### src/rtl/packet_duplicate_filter_top_assert.svh
// ----------------------------------------------------------------------------
// Assertion macros for the duplicate filter
// Concurrent checks clocked on clock, held off while reset is high.
// ----------------------------------------------------------------------------
`ifndef PACKET_DUPLICATE_FILTER_TOP_ASSERT_SVH
`define PACKET_DUPLICATE_FILTER_TOP_ASSERT_SVH
`ifndef NO_ASSERTIONS
`define PKTDUP_ASSERT(label, prop) \
   label: assert property (@(posedge clock) disable iff (reset) prop) \
      else $error("pktdup: assertion failed");
`define PKTDUP_ASSERT_MSG(label, prop, msg) \
   label: assert property (@(posedge clock) disable iff (reset) prop) \
      else $error(msg);
`else
`define PKTDUP_ASSERT(label, prop)
`define PKTDUP_ASSERT_MSG(label, prop, msg)
`endif
`endif

### src/rtl/pktdup_ram.sv
// ----------------------------------------------------------------------------
// pktdup_ram
// Single-port synchronous RAM, read-first, with registered read data.
// ----------------------------------------------------------------------------
`default_nettype none

module pktdup_ram #(
   parameter int WIDTH = 8,
   parameter int DEPTH = 256
) (
   input  wire logic                                         clock,
   input  wire logic                                         we,
   input  wire logic [((DEPTH > 1) ? $clog2(DEPTH) : 1)-1:0] addr,
   input  wire logic [WIDTH-1:0]                             wdata,
   output logic      [WIDTH-1:0]                             rdata
);

   logic [WIDTH-1:0] mem_ff [DEPTH];
   logic [WIDTH-1:0] rdata_ff;

   always_ff @(posedge clock) begin
      if (we) begin
         mem_ff[addr] <= wdata;
      end
      rdata_ff <= mem_ff[addr];
   end

   assign rdata = rdata_ff;

endmodule

`default_nettype wire

### config.mk
export PLATFORM = sky130hd
export DESIGN_NAME = pktdup_ram
export DESIGN_NICKNAME = d
export VERILOG_FILES = /design/src/rtl/packet_duplicate_filter_top_assert.svh /design/src/rtl/pktdup_ram.sv
export SDC_FILE = /design/constraint.sdc
export NUM_CORES = 2
export LEC_CHECK = 0
export BUFFER_PORTS_ARGS = -buffer_cell sky130_fd_sc_hd__buf_4
export CAP_MARGIN = 10
export CORE_ASPECT_RATIO = 1.25
export CORE_MARGIN = 4
export CORE_UTILIZATION = 31
export CTS_CLUSTER_SIZE = 20
export DETAILED_ROUTE_END_ITERATION = 10
export PLACE_DENSITY_LB_ADDON = 0.25
export SLEW_MARGIN = 20
export SYNTH_ARGS = -nofsm -noshare
export SYNTH_HDL_FRONTEND = slang
export SYNTH_SLANG_ARGS = --single-unit
### constraint.sdc
create_clock -name clock -period 3.4 [get_ports clock]
set_input_delay 0.34 -clock clock [delete_from_list [all_inputs] [get_ports clock]]
set_output_delay 0.34 -clock clock [all_outputs]
set_load 0.01 [all_outputs]
# After elaboration in Yosys (flattened, before gate mapping)
# Memory sizes are Yosys's and may differ from the RTL's. A register that Yosys moved wholly into a read port is not among the register bits.
# Cells that the tools add are included.
# classes
muxes	2
# ops
operator	n
$mux W1	2
# totals
register_bits	0
ramBits	2048
wordCells	3
mem_count	1
# mem_list
name	words	word_bits	rd	rd_clocked_by_memory_dff	write_ports	line	rtl
mem_ff	256	8	1	1	1	pktdup_ram.sv:18	logic [WIDTH-1:0] mem_ff [DEPTH];

# Depth between registers and ports, before layout
# depth
word_depth	2
ltp_mapped	10
ltp_nobuf	5

# Worst setup path before layout
# OpenSTA, ideal clock, no wires.
# synth_path
kind	in2reg
startpoint	input port addr[1] in the netlist's numbering
endpoint	memory mem_ff[111][0] (enable)
arrival_time_ns	2.189
required_ns	3.030
setup_slack_ns	0.841
stages	9
n_path_buf	5
cell_sequence	buf_2 clkbuf_1 clkbuf_1 nand2_1 buf_2 nor2_1 nand2_1 clkbuf_1 nor2_1
# synth_lines
item	line	rtl
from (decl)	pktdup_ram.sv:13	input wire logic [((DEPTH > 1) ? $clog2(DEPTH) : 1)-1:0] addr,
to (decl)	pktdup_ram.sv:18	
# Straight into the memory's write port.

==> flow_metrics.env <==
export IMPL_synth_edf_count=2048
export IMPL_core_area_um2=252000
export IMPL_htree_levels=4
export IMPL_fmaxAchievable_mhz=349
export IMPL_tns_ps=0
export IMPL_antenna_found_initial=8
export IMPL_netlist_top_cell_by_area="edfxtp_1"
export IMPL_finalMaxSlewViolations=0
export IMPL_post_route_cells_drive_above_1_share_pct=31.9
export IMPL_start_util_pct=31.1
export IMPL_first_global_vias=40000
export IMPL_async_flop_share_pct=0
export IMPL_ys_ff_latch=2056
export IMPL_setup_worst_path_start_class="input pin"
export IMPL_finalPower_mw=51.8
export IMPL_r2r_worst_path_cells=6
export IMPL_die_y_um=571
export IMPL_worst_endpoint_required_ps=4110
export IMPL_detail_route_antenna_nets=0
export IMPL_route_final_wire_length_um=208000
export IMPL_multiInputGateArea_um2=15800
export IMPL_outcome="completed"
export IMPL_cts_sinks=2056
export IMPL_ys_warnings_count=0
export IMPL_yosys_cell_count_top_type="edfxtp_1"
export IMPL_final_period_utilization_pct=84.3
export IMPL_via_per_inst=5.02
export IMPL_pin_count_of_the_biggest_net_entering_global_routing=104
export IMPL_port_buffer_count=25
export IMPL_row_count=206
export IMPL_routedWlPerCell_um=27.5
export IMPL_clock_tree_buffer_depth=4
export IMPL_peakVddDrop_v=0.000474
export IMPL_drcViolationCount=0
export IMPL_worst_hold_path_class="input pin to flop"
export IMPL_ctsRootBufferMaster="clkbuf_16"
export IMPL_maxSlewHeadroom_pct=34.2
export IMPL_critical_path_class="input pin to flop"
export IMPL_fp_dieArea_um2=261000
export IMPL_critical_path_reg2reg_startpoint="mem_ff[79][5]"
export IMPL_setup_violations=0
export IMPL_final_seq_area_um2=61700
export IMPL_maxCapViolCount=0
export IMPL_synth_cells=3547
export IMPL_synth_area_leaders="edfxtp_1 (78%), mux4_2 (15%), a22oi_1 (2.4%)"
export IMPL_finalWorstPathRequiredPeriod_ps=2870
export IMPL_detailroute_via_count=37900
export IMPL_hold_violation_count_in_the_final_report=0
export IMPL_r2r_end="rdata[5]"
export IMPL_detailed_routing_iterations_pass_1=5
export IMPL_clkTransAtPathRegs_ps=70
export IMPL_total_leakage_power_nw=28.8
export IMPL_synthesized_area_per_cell_um2=22.1
export IMPL_rsz_0062_raised_after_global_routing="false"
export IMPL_synth_fp_nets=3565
export IMPL_gp_congestion=0.772
export IMPL_dpl_hpwl_um=132000
export IMPL_pin_count=26
export IMPL_post_synth_instance_area_um2=78500
export IMPL_first_pass_grt_wire_length_um=299000
export IMPL_worst_skew_pair_late_latency_ps=830
export IMPL_fp_dieW_um=458
export IMPL_synthToLayoutAreaGrowth_pct=18.2
export IMPL_globalRoute_totalOverflow=0
export IMPL_synth_main_ff_cell="edfxtp_1"
export IMPL_grt_use_total_pct=15.7
export IMPL_timing_critical_path_to="rdata[5]"
export IMPL_p_per_area_nw_per_um2=558
export IMPL_finClkSkew_ps=68.0
export IMPL_setup_worst_path_start="addr[0]"
export IMPL_worst_r2r_setup_slack_ps=640
export IMPL_drc_marker_count_from_the_first_detailed_route_iteration=3275
export IMPL_worstPathArrival_ps=3570
export IMPL_critPathMaxFanout=27
export IMPL_n_fill_cell=23100
export IMPL_cts_post_setup_buffers_inserted=0
export IMPL_nets_finish=4095
export IMPL_yosys_cell_types_count=22
export IMPL_critPathCaptureType="flop"
export IMPL_cts_inserted_buffers=198
export IMPL_netlist_area_leader_share_pct=78.3
export IMPL_yosysSeqAreaShare_pct=78.6
export IMPL_synthTopCellsByCount="edfxtp_1 (2,048), mux4_2 (512), a22oi_1 (256)"
export IMPL_worst_slew_pin_transition_ps=974
export IMPL_clock_tree_from_tritoncts="built"
how the worst min path moves through the flow:
stage	start	endpoint	depth (start not counted)
after global routing	wdata[0]	mem_ff[217][0]	1
after global placement	rdata[1]	rdata[1]	1
final	wdata[3]	mem_ff[52][3]	1
after CTS	wdata[0]	mem_ff[217][0]	1
after floorplan	wdata[0]	mem_ff[0][0]	0
after detailed placement	rdata[1]	rdata[1]	1
repair_timing:
action | CTS | global route
hold endpoints to repair | 123 | 0
gates resized for setup | 0 | 0
hold buffers | 6 | 0
worst max-delay path, stage by stage:
cell	delay, ps
buf_8	340
buf_12	300
buf_4	340
mux4_2	540
a22oi_1	200
a21oi_1	110
o41ai_1	910
buf_4	280
nand4_1	90
flip-flops by register name, indices dropped and copies added, names as in the netlist:
signal / cells
mem_ff: 2048
rdata: 8
cell families after synthesis:
family,share of synthesized area (%)
mux,14.7
simple gates,1.73
compound gates,3.62
flops,78.6
buf+inv,1.40
stage by stage:
| step | hold slack [ps] | instances | area [µm²] | util, % | setup WS (ps) |
|---|---|---|---|---|---|
| 5_1_grt | 63.3 | 7555 | 92800 | 36.8 | 379 |
| 6_report | 86.7 | 7557 | 92800 | 36.8 | 533 |
| 3_3_place_gp | 836 | 7198 | 86600 | 34.4 | -425 |
| 4_1_cts | 36.9 | 7554 | 92800 | 36.8 | 397 |
| 2_1_floorplan | 439 | 3547 | 78500 | - | 841 |
| 3_5_place_dp | 830 | 7199 | 86600 | 34.4 | -474 |
where the power goes:
group	switching [mW]	internal (mW)
Combinational	1.63	0.995
Clock	9.32	11.9
Sequential	0.0445	27.9
Total	11.0	40.8
per-layer routing:
layer	routed length, µm	GRT usage [%]	up-vias
met5	27	0	-
met4	5310	4.15	4
met3	10100	2.21	261
met2	108000	27.8	982
met1	84200	20.3	20600
li1	-	-	16100
cell usage in the layout (no fill, tap or decap), types with 15 or more instances in the layout:
| cell | n |
|---|---|
| bufinv_16 | 15 |
| nor3_1 | 30 |
| nor2_1 | 231 |
| buf_12 | 60 |
| clkinv_2 | 31 |
| clkbuf_1 | 36 |
| edfxtp_1 | 2048 |
| a21oi_1 | 128 |
| a22oi_1 | 256 |
| clkinv_1 | 48 |
| nand2_1 | 27 |
| clkbuf_16 | 199 |
| o41ai_1 | 31 |
| mux4_2 | 512 |
| buf_4 | 485 |
final cells by class:
type	instances	share of cell area, %
multi-input cells	1258	17.0
repair buffers	562	5.47
diodes	3	0.00809
clock buffers	236	5.53
clock inverters	113	1.06
inverters	1	0.00404
flip-flops and latches	2056	66.4
well taps	3328	4.49
Power figures use the tool's default switching activity.
